File: config.mk
export PLATFORM = sky130hd
export DESIGN_NAME = nmea_sentence_validator_flat
export DESIGN_NICKNAME = d
export VERILOG_FILES = /design/src/design/nsv_pkg.sv /design/src/design/nsv_if.sv /design/src/design/nsv_in_reg.sv /design/src/design/nsv_line.sv /design/src/design/nsv_out_reg.sv /design/src/design/nmea_sentence_validator.sv /design/src/flat_wrapper.sv
export SDC_FILE = /design/constraint.sdc
export NUM_CORES = 1
export LEC_CHECK = 0
export BUFFER_PORTS_ARGS = -buffer_cell sky130_fd_sc_hd__buf_2
export CORE_AREA = 2 2 89 91
export DETAILED_ROUTE_END_ITERATION = 16
export DIE_AREA = 0 0 91 93
export PLACE_DENSITY_LB_ADDON = 0.05
export SYNTH_ARGS = -nofsm -noshare
export SYNTH_HDL_FRONTEND = slang
export SYNTH_HIERARCHICAL = 1
export SYNTH_SLANG_ARGS = --single-unit
File: constraint.sdc
create_clock -name i_clk -period 3.4 [get_ports i_clk]
set_input_delay 0.51 -clock i_clk [delete_from_list [all_inputs] [get_ports i_clk]]
set_output_delay 0.51 -clock i_clk [all_outputs]
set_load 0.02 [all_outputs]
File: src/design/nsv_pkg.sv
// Shared types, character codes and sentence type table for the NMEA sentence validator.
package nsv_pkg;

    localparam logic [7:0] CH_DOLLAR = 8'h24;
    localparam logic [7:0] CH_STAR   = 8'h2A;
    localparam logic [7:0] CH_CR     = 8'h0D;
    localparam logic [7:0] CH_LF     = 8'h0A;

    localparam logic [2:0] TYPE_GGA  = 3'd0;
    localparam logic [2:0] TYPE_RMC  = 3'd1;
    localparam logic [2:0] TYPE_GLL  = 3'd2;
    localparam logic [2:0] TYPE_GSA  = 3'd3;
    localparam logic [2:0] TYPE_GSV  = 3'd4;
    localparam logic [2:0] TYPE_VTG  = 3'd5;
    localparam logic [2:0] TYPE_NONE = 3'd6;

    localparam int NUM_TYPES = 6;

    // indexed by type code
    localparam logic [23:0] TYPE_TABLE [NUM_TYPES] = '{
        24'h474741,  // GGA
        24'h524D43,  // RMC
        24'h474C4C,  // GLL
        24'h475341,  // GSA
        24'h475356,  // GSV
        24'h565447   // VTG
    };

    typedef struct packed {
        logic       valid;
        logic [3:0] value;
    } t_digit;

    typedef struct packed {
        logic       sentence_ok;
        logic [2:0] type_code;
        logic       checksum_ok;
    } t_result;

    function automatic t_digit hex_value(input logic [7:0] c);
        t_digit d;
        d = '0;
        if (c >= 8'h30 && c <= 8'h39) begin
            d.valid = 1'b1;
            d.value = 4'(c - 8'h30);
        end else if (c >= 8'h41 && c <= 8'h46) begin
            d.valid = 1'b1;
            d.value = 4'(c - 8'h37);
        end else if (c >= 8'h61 && c <= 8'h66) begin
            d.valid = 1'b1;
            d.value = 4'(c - 8'h57);
        end
        return d;
    endfunction

endpackage

File: src/design/nsv_if.sv
// Valid/ready stream interfaces for received bytes and sentence results.
interface nsv_byte_if;
    logic       valid;
    logic       ready;
    logic [7:0] rx_byte;

    modport source (output valid, output rx_byte, input ready);
    modport sink   (input valid, input rx_byte, output ready);
endinterface

interface nsv_result_if;
    logic       valid;
    logic       ready;
    logic       sentence_ok;
    logic [2:0] type_code;
    logic       checksum_ok;

    modport source (output valid, output sentence_ok, output type_code,
                    output checksum_ok, input ready);
    modport sink   (input valid, input sentence_ok, input type_code,
                    input checksum_ok, output ready);
endinterface

File: src/design/nsv_in_reg.sv
// Input register: holds one received byte until the line tracker consumes it.
module nsv_in_reg (
    input  logic        i_clk,
    input  logic        i_rst_n,
    nsv_byte_if.sink    i_rx,
    input  logic        i_take,
    output logic        o_valid,
    output logic [7:0]  o_byte
);
    logic       r_valid;
    logic [7:0] r_byte;
    logic       n_valid;
    logic       w_load;

    assign i_rx.ready = !r_valid || i_take;
    assign w_load     = i_rx.valid && i_rx.ready;

    always_comb begin
        n_valid = r_valid;
        if (w_load) begin
            n_valid = 1'b1;
        end else if (i_take) begin
            n_valid = 1'b0;
        end
    end

    always_ff @(posedge i_clk) begin
        if (!i_rst_n) begin
            r_valid <= 1'b0;
        end else begin
            r_valid <= n_valid;
        end
    end

    always_ff @(posedge i_clk) begin
        if (w_load) begin
            r_byte <= i_rx.rx_byte;
        end
    end

    assign o_valid = r_valid;
    assign o_byte  = r_byte;
endmodule

File: src/design/nsv_line.sv
// Sentence framing state, running checksum and end-of-line classification.
module nsv_line #(
    parameter int LINE_CAPACITY = 128
) (
    input  logic            i_clk,
    input  logic            i_rst_n,
    input  logic            i_fire,
    input  logic [7:0]      i_byte,
    output logic            o_emit,
    output nsv_pkg::t_result o_result
);
    import nsv_pkg::*;

    localparam int CW = $clog2(LINE_CAPACITY);
    localparam logic [CW-1:0] LAST_POS = CW'(LINE_CAPACITY - 1);

    logic          r_in;
    logic [CW-1:0] r_count;
    logic [7:0]    r_xor;
    logic          r_star;
    logic [CW-1:0] r_star_idx;
    logic [23:0]   r_type;
    t_digit        r_hi;
    t_digit        r_lo;

    logic          n_in;
    logic [CW-1:0] n_count;
    logic [7:0]    n_xor;
    logic          n_star;
    logic [CW-1:0] n_star_idx;
    logic [23:0]   n_type;
    t_digit        n_hi;
    t_digit        n_lo;

    // line contents after appending the current byte
    logic [CW-1:0] u_count;
    logic [7:0]    u_xor;
    logic          u_star;
    logic [CW-1:0] u_star_idx;
    logic [23:0]   u_type;
    t_digit        u_hi;
    t_digit        u_lo;

    logic          w_dollar;
    logic          w_term;
    logic          w_append;
    logic          w_drop;
    logic [CW:0]   w_idx1;
    logic [CW:0]   w_idx2;
    logic [CW-1:0] w_hdr_len;
    logic [2:0]    w_code;
    logic          w_csum;

    assign w_dollar = (i_byte == CH_DOLLAR);
    assign w_term   = (i_byte == CH_CR) || (i_byte == CH_LF);
    assign w_drop   = !w_dollar && r_in && (r_count >= LAST_POS);
    assign w_append = !w_dollar && r_in && !(r_count >= LAST_POS);
    assign w_idx1   = {1'b0, r_star_idx} + (CW+1)'(1);
    assign w_idx2   = {1'b0, r_star_idx} + (CW+1)'(2);

    always_comb begin
        u_count    = r_count + CW'(1);
        u_xor      = r_xor;
        u_star     = r_star;
        u_star_idx = r_star_idx;
        u_type     = r_type;
        u_hi       = r_hi;
        u_lo       = r_lo;
        if (r_count == CW'(3)) begin
            u_type[23:16] = i_byte;
        end else if (r_count == CW'(4)) begin
            u_type[15:8] = i_byte;
        end else if (r_count == CW'(5)) begin
            u_type[7:0] = i_byte;
        end
        if (r_star) begin
            if ({1'b0, r_count} == w_idx1) begin
                u_hi = hex_value(i_byte);
            end else if ({1'b0, r_count} == w_idx2) begin
                u_lo = hex_value(i_byte);
            end
        end else if (i_byte == CH_STAR) begin
            u_star     = 1'b1;
            u_star_idx = r_count;
        end else begin
            u_xor = r_xor ^ i_byte;
        end
    end

    always_comb begin
        w_hdr_len = u_star ? u_star_idx : u_count;
        w_code    = TYPE_NONE;
        if (w_hdr_len >= CW'(6)) begin
            for (int k = NUM_TYPES - 1; k >= 0; k--) begin
                if (u_type == TYPE_TABLE[k]) begin
                    w_code = 3'(k);
                end
            end
        end
        w_csum = (u_count >= CW'(7)) && u_star && u_hi.valid && u_lo.valid
                 && ({u_hi.value, u_lo.value} == u_xor);
    end

    assign o_emit               = w_append && w_term;
    assign o_result.type_code   = w_code;
    assign o_result.checksum_ok = w_csum;
    assign o_result.sentence_ok = w_csum && (w_code != TYPE_NONE);

    always_comb begin
        n_in       = r_in;
        n_count    = r_count;
        n_xor      = r_xor;
        n_star     = r_star;
        n_star_idx = r_star_idx;
        n_type     = r_type;
        n_hi       = r_hi;
        n_lo       = r_lo;
        if (w_dollar || w_drop || (w_append && w_term)) begin
            n_in       = w_dollar;
            n_count    = w_dollar ? CW'(1) : '0;
            n_xor      = '0;
            n_star     = 1'b0;
            n_star_idx = '0;
            n_type     = '0;
            n_hi       = '0;
            n_lo       = '0;
        end else if (w_append) begin
            n_count    = u_count;
            n_xor      = u_xor;
            n_star     = u_star;
            n_star_idx = u_star_idx;
            n_type     = u_type;
            n_hi       = u_hi;
            n_lo       = u_lo;
        end
    end

    always_ff @(posedge i_clk) begin
        if (!i_rst_n) begin
            r_in       <= 1'b0;
            r_count    <= '0;
            r_xor      <= '0;
            r_star     <= 1'b0;
            r_star_idx <= '0;
            r_type     <= '0;
            r_hi       <= '0;
            r_lo       <= '0;
        end else if (i_fire) begin
            r_in       <= n_in;
            r_count    <= n_count;
            r_xor      <= n_xor;
            r_star     <= n_star;
            r_star_idx <= n_star_idx;
            r_type     <= n_type;
            r_hi       <= n_hi;
            r_lo       <= n_lo;
        end
    end
endmodule

File: src/design/nsv_out_reg.sv
// Result register driving the result stream.
module nsv_out_reg (
    input  logic             i_clk,
    input  logic             i_rst_n,
    input  logic             i_load,
    input  nsv_pkg::t_result i_result,
    output logic             o_free,
    nsv_result_if.source     o_res
);
    import nsv_pkg::*;

    logic    r_valid;
    logic    n_valid;
    t_result r_result;

    assign o_free = !r_valid || o_res.ready;

    always_comb begin
        n_valid = r_valid;
        if (i_load) begin
            n_valid = 1'b1;
        end else if (o_res.ready) begin
            n_valid = 1'b0;
        end
    end

    always_ff @(posedge i_clk) begin
        if (!i_rst_n) begin
            r_valid <= 1'b0;
        end else begin
            r_valid <= n_valid;
        end
    end

    always_ff @(posedge i_clk) begin
        if (i_load) begin
            r_result <= i_result;
        end
    end

    assign o_res.valid       = r_valid;
    assign o_res.sentence_ok = r_result.sentence_ok;
    assign o_res.type_code   = r_result.type_code;
    assign o_res.checksum_ok = r_result.checksum_ok;
endmodule

File: src/design/nmea_sentence_validator.sv
// Top level of the NMEA sentence validator.
// Takes one received byte per beat and frames NMEA sentences: '$' starts a
// sentence, CR or LF ends it with one result beat giving the sentence type
// (GGA, RMC, GLL, GSA, GSV, VTG or unsupported) and whether the "*hh"
// checksum matches. A byte is registered on input, processed against the line
// state when it leaves the input register, and the result lands in an output
// register, so the block takes one byte per cycle unless a terminator is waiting
// for the output register. A byte that ends a sentence waits in the input
// register only while the output register holds an untaken result.
// A line that would grow past LINE_CAPACITY-1 characters, counting '$' and
// the terminator, is dropped silently.
module nmea_sentence_validator #(
    parameter int LINE_CAPACITY = 128
) (
    input  logic         i_clk,
    input  logic         i_rst_n,
    nsv_byte_if.sink     i_rx,
    nsv_result_if.source o_res
);
    import nsv_pkg::*;

    logic       w_in_valid;
    logic [7:0] w_in_byte;
    logic       w_emit;
    logic       w_free;
    logic       w_fire;
    t_result    w_result;

    assign w_fire = w_in_valid && (!w_emit || w_free);

    nsv_in_reg u_in_reg (
        .i_clk   (i_clk),
        .i_rst_n (i_rst_n),
        .i_rx    (i_rx),
        .i_take  (w_fire),
        .o_valid (w_in_valid),
        .o_byte  (w_in_byte)
    );

    nsv_line #(
        .LINE_CAPACITY (LINE_CAPACITY)
    ) u_line (
        .i_clk    (i_clk),
        .i_rst_n  (i_rst_n),
        .i_fire   (w_fire),
        .i_byte   (w_in_byte),
        .o_emit   (w_emit),
        .o_result (w_result)
    );

    nsv_out_reg u_out_reg (
        .i_clk    (i_clk),
        .i_rst_n  (i_rst_n),
        .i_load   (w_fire && w_emit),
        .i_result (w_result),
        .o_free   (w_free),
        .o_res    (o_res)
    );
endmodule

File: src/flat_wrapper.sv
// flat-port wrapper written by rule: the top's interface ports become plain ports
module nmea_sentence_validator_flat import nsv_pkg::*;
#(
    parameter int LINE_CAPACITY = 128
)
  (i_clk, i_rst_n, i_rx_valid, i_rx_rx_byte, i_rx_ready, o_res_valid, o_res_sentence_ok, o_res_type_code, o_res_checksum_ok, o_res_ready);
  nsv_byte_if i_rx_i ();
  nsv_result_if o_res_i ();
  input  logic i_clk;
  input  logic i_rst_n;
  input wire logic [$bits(i_rx_i.valid)-1:0] i_rx_valid;
  input wire logic [$bits(i_rx_i.rx_byte)-1:0] i_rx_rx_byte;
  output wire logic [$bits(i_rx_i.ready)-1:0] i_rx_ready;
  output wire logic [$bits(o_res_i.valid)-1:0] o_res_valid;
  output wire logic [$bits(o_res_i.sentence_ok)-1:0] o_res_sentence_ok;
  output wire logic [$bits(o_res_i.type_code)-1:0] o_res_type_code;
  output wire logic [$bits(o_res_i.checksum_ok)-1:0] o_res_checksum_ok;
  input wire logic [$bits(o_res_i.ready)-1:0] o_res_ready;
  assign i_rx_i.valid = i_rx_valid;
  assign i_rx_i.rx_byte = i_rx_rx_byte;
  assign i_rx_ready = i_rx_i.ready;
  assign o_res_valid = o_res_i.valid;
  assign o_res_sentence_ok = o_res_i.sentence_ok;
  assign o_res_type_code = o_res_i.type_code;
  assign o_res_checksum_ok = o_res_i.checksum_ok;
  assign o_res_i.ready = o_res_ready;
  nmea_sentence_validator #(.LINE_CAPACITY(LINE_CAPACITY)) u_core (.i_clk(i_clk), .i_rst_n(i_rst_n), .i_rx(i_rx_i), .o_res(o_res_i));
endmodule
==> out/results.txt <==
The fraction of the mapped netlist area in compound gates was 0.1964; the clock slew at the register clock pins of the worst setup and hold paths was 0.09 ns. In this run the static leakage power is 1.776 nW. After synthesis the netlist holds a flip-flop and latch count of 73. The run gives 0.01069 ns as the worst setup skew after layout. The floorplan step set the die width to 91 um.

The min-delay analysis places its worst path in the category primary input to flip-flop. The power per unit of standard cell area was 331.8 nW/um2. Setup total negative slack on the finished layout was measured at 0 ns.

The count of warnings emitted by yosys was 6. Dividing the synthesized area by the synthesized cell count gives 8.611 um2. The area of all placed cells without fillers is 4975 um2. The routed design could run at a clock period as short as 3.162 ns.

Master cell of the clock root buffer: sky130_fd_sc_hd__clkbuf_8. The run gives 0 as the total congestion overflow after global routing. The first routing iteration left 296 violations. The initial core utilization is 0.6017, and the total of buffers placed on input and output ports is 18. After technology mapping, the gate count stands at 526. The pre-antenna-repair detailed-routing pass consisted of 5 iterations. The initial antenna violation count came out at 0. The flow ran to the end, and the final reports show no timing, DRC or antenna violations. The run gives 3659 as the via count of the first global-routing pass. The detail-routed net length per standard cell was 17.07 um; the post-synthesis to final-layout area growth was 9.834%.

The endpoint kind of the worst setup timing path is an output port. By area, the combinational part of the netlist is dominated by simple AND/OR/NAND/NOR gates. The sequential cell area fraction in the yosys report is 0.3514. Setup repair after global routing left no endpoint under its margin. The initialized floorplan defines 32 standard-cell rows.

Among all flip-flop cells after synthesis, the most frequent one is sky130_fd_sc_hd__dfxtp_1. Final clock period utilization by the worst path: 0.9301. The die covers 8463 um2.

For this run, design rule violations remaining after detail routing come to 0. For this block, the via count after detailed routing is 3984. The run gives 19 as the number of top-level pins. Of all nets on the critical path, the largest fanout is 7. The maximum count of clock buffers along a single path came out at 2.

The logs give 0 for the number of setup violations in the final report and 0.6609 for the core utilization of the finished layout. Buffers added to address setup during post-CTS repair amount to 0. The tools report the area of combinational cells with multiple inputs as 2741 um2. The area share of the largest cell type after synthesis was 0.2652. In this run the cell area of the synthesized design comes to 4529 um2.

The xor/xnor cell area share of the yosys netlist is 0.06961, and the worst supply voltage drop on vdd is 0.2736 mV. The number of buffers added by the clock tree synthesis step was 9; the routed via count divided by cell count was 6.120. The async set-reset flop share out of synthesis came out at 0. Hold is met by 0.3191 ns. The cell area after placement is 4791 um2. The run gives 3 as the level count of the clock H-tree. sky130_fd_sc_hd__dfxtp_1 takes more of the synthesized area than any other cell. After filler insertion, the fill cell instance count of the layout stands at 670. The wire length of the first global-routing pass is 18.35 mm, and the core area is 7527 um2. TritonCTS built the clock tree. The adder-cell share of the synthesized area is 0.02762, and the highest attainable clock frequency is 316.2 MHz. Worst relative slew slack: 0.4168. Post-CTS repair changed the size of 0 cells. The clock net in this run drives a total of 73 sinks. The weighted congestion reported at the end of routability-driven placement is 0.9621, and the number of antenna cells inserted is 0.

For the data required time of the critical path, the log shows 2.89 ns. Ranked by total cell area, the synthesized netlist is headed by sky130_fd_sc_hd__dfxtp_1 (27%), sky130_fd_sc_hd__edfxtp_1 (8.6%), sky130_fd_sc_hd__nor2b_1 (7.9%), sky130_fd_sc_hd__a22oi_1 (7.3%), sky130_fd_sc_hd__xnor2_1 (4.6%). The synthesized design contains 13 enable-type register cells. For the worst-skew pair, the clock arrives at the later sink with an insertion delay of 0.36 ns. For this block, the routed nets add up to 11.11 mm of wire.

The remaining number of nets flagged by the antenna check after routing is 0, and the total track usage is 0.2726. The run gives 1592 um2 as the register cell area after layout. The fraction of synthesized area in multiplexers is 0.02514.

Max-cap violations in this run came to 0. Counting every net in the synthesized netlist gives 548. STA classifies the critical path startpoint as a flip-flop. The critical path is of the flip-flop to output port type. For the pin with the worst max-slew slack, the measured transition is 0.8748 ns. Data arrives at the worst endpoint at 2.65 ns.

The share of final-layout standard cells stronger than drive strength 1 was 0.1421. For this design, the CTS-stage hold fixing added 0 buffers. Detailed placement finished with a half-perimeter wire length of 7.940 mm.

The die is 93 um tall. The final layout contains 566 nets. The pin count of the biggest net entering global routing came out at 60.

The number of library cell types mapped by synthesis came out at 73. The overall power came out at 1.650 mW. The final max-slew violation count was 0; the hold violation total from the final report was 0. The post-synthesis simple-gate area fraction is 0.2865.
[cells by family (layout without fill, tap and decap cells)]
| kind of cell | after synthesis | after routing |
|---|---|---|
| compound gates | 128 | 128 |
| xor+xnor | 36 | 36 |
| fa+ha+maj | 10 | 10 |
| buf+inv | 49 | 72 |
| flops | 73 | 73 |
| mux | 11 | 11 |
| simple gates | 219 | 219 |
[through the flow]
step | instances | setup slack (ns)
2_1_floorplan | 526 | 0.3298
3_3_place_gp | 635 | 0.3535
3_5_place_dp | 635 | 0.3261
4_1_cts | 651 | 0.2385
5_1_grt | 651 | 0.08520
6_report | 651 | 0.2377
[sequential cells by signal, indices dropped and copies added, names as in the netlist]
name	count
u_core/u_line/r_star	1
u_core/u_out_reg/o_res.type_code	3
u_core/u_out_reg/o_res.checksum_ok	1
u_core/u_line/r_star_idx	7
u_core/u_line/r_hi	5
u_core/u_in_reg/o_byte	8
u_core/u_line/r_xor	8
u_core/u_out_reg/o_res.valid	1
u_core/u_line/r_lo	5
u_core/u_line/r_in	1
u_core/u_out_reg/o_res.sentence_ok	1
u_core/u_line/r_count	7
u_core/u_line/r_type	24
u_core/u_in_reg/o_valid	1
[report_power, final]
part	switching [mW]	total, mW	internal (mW)
Combinational	0.0581	0.104	0.0454
Clock	0.374	0.650	0.276
Sequential	0.0114	0.897	0.886
Total	0.443	1.65	1.21
[synth_stat cells, types with 4 or more instances]
cell type and instances:
sky130_fd_sc_hd__nand2_1 37, sky130_fd_sc_hd__nand2b_1 8, sky130_fd_sc_hd__mux2i_1 8, sky130_fd_sc_hd__or3_1 5
sky130_fd_sc_hd__edfxtp_1 13, sky130_fd_sc_hd__ha_1 10, sky130_fd_sc_hd__nand4b_1 4, sky130_fd_sc_hd__nand3b_1 5
sky130_fd_sc_hd__nor3_1 13, sky130_fd_sc_hd__nor2_1 30, sky130_fd_sc_hd__nor2b_1 57, sky130_fd_sc_hd__a21oi_1 21
sky130_fd_sc_hd__o211ai_1 5, sky130_fd_sc_hd__dfxtp_1 60, sky130_fd_sc_hd__nand4_1 9, sky130_fd_sc_hd__nor3b_1 8
sky130_fd_sc_hd__and2_1 4, sky130_fd_sc_hd__a31oi_1 5, sky130_fd_sc_hd__xor2_1 12, sky130_fd_sc_hd__a22oi_1 44
sky130_fd_sc_hd__xnor2_1 24, sky130_fd_sc_hd__inv_1 12, sky130_fd_sc_hd__o21ai_0 18, sky130_fd_sc_hd__clkbuf_1 33
sky130_fd_sc_hd__a21o_1 5, sky130_fd_sc_hd__nand3_1 12
[worst max-delay path, cell delays in order, from the launching register on]
cell	delay (ns)
sky130_fd_sc_hd__edfxtp_1	0.39
sky130_fd_sc_hd__inv_1	0.24
sky130_fd_sc_hd__ha_1	0.27
sky130_fd_sc_hd__nand2_1	0.07
sky130_fd_sc_hd__a2111oi_0	0.45
sky130_fd_sc_hd__buf_4	0.19
sky130_fd_sc_hd__and2_1	0.14
sky130_fd_sc_hd__a21boi_1	0.08
sky130_fd_sc_hd__buf_4	0.16
sky130_fd_sc_hd__nand2b_4	0.15
sky130_fd_sc_hd__buf_2	0.16
[layer usage]
layer / GRT usage / up-vias / share of wire
met1: 0.3828 / 1899 / 0.48
met4: 0.07576 / 0 / 0.014
li1: - / 1934 / -
met5: 0 / - / 0
met2: 0.4346 / 134 / 0.45
met3: 0.04754 / 17 / 0.050
[placed cells by master (no fill, tap or decap), types with 10 or more instances in the layout]
cell	count
sky130_fd_sc_hd__a21oi_1	21
sky130_fd_sc_hd__edfxtp_1	13
sky130_fd_sc_hd__a22oi_1	44
sky130_fd_sc_hd__nand3_1	12
sky130_fd_sc_hd__nand2_1	37
sky130_fd_sc_hd__buf_4	26
sky130_fd_sc_hd__dfxtp_1	60
sky130_fd_sc_hd__nor2b_1	57
sky130_fd_sc_hd__inv_1	12
sky130_fd_sc_hd__xor2_1	12
sky130_fd_sc_hd__ha_1	10
sky130_fd_sc_hd__buf_2	18
sky130_fd_sc_hd__nor3_1	13
sky130_fd_sc_hd__xnor2_1	24
sky130_fd_sc_hd__nor2_1	30
sky130_fd_sc_hd__o21ai_0	18
[path summary, 6_finish.rpt]
path,startpoint,to,slack [ns],cells past startpoint
max,u_core/u_in_reg/o_byte[1]$_DFFE_PP_,i_rx_ready,0.24,10
min,i_rx_rx_byte[7],u_core/u_in_reg/o_byte[7]$_DFFE_PP_,0.32,1
max reg2reg,u_core/u_line/r_star_idx[2]$_SDFFE_PN0P_,u_core/u_out_reg/o_res.sentence_ok$_DFFE_PP_,0.27,10
min reg2reg,u_core/u_out_reg/o_res.valid$_SDFFE_PN0P_,u_core/u_out_reg/o_res.valid$_SDFFE_PN0P_,0.51,2
[area by class of cell]
class                      instances  share of cell area
multi-input combinational        404              0.5511
timing repair buffer              44             0.05734
sequential                        73              0.3199
clock buffer                       9             0.02490
inverter                          12            0.009054
clock inverter                     7             0.01207
tap                              102             0.02565
No activity file was read; power rests on OpenSTA's default activity.
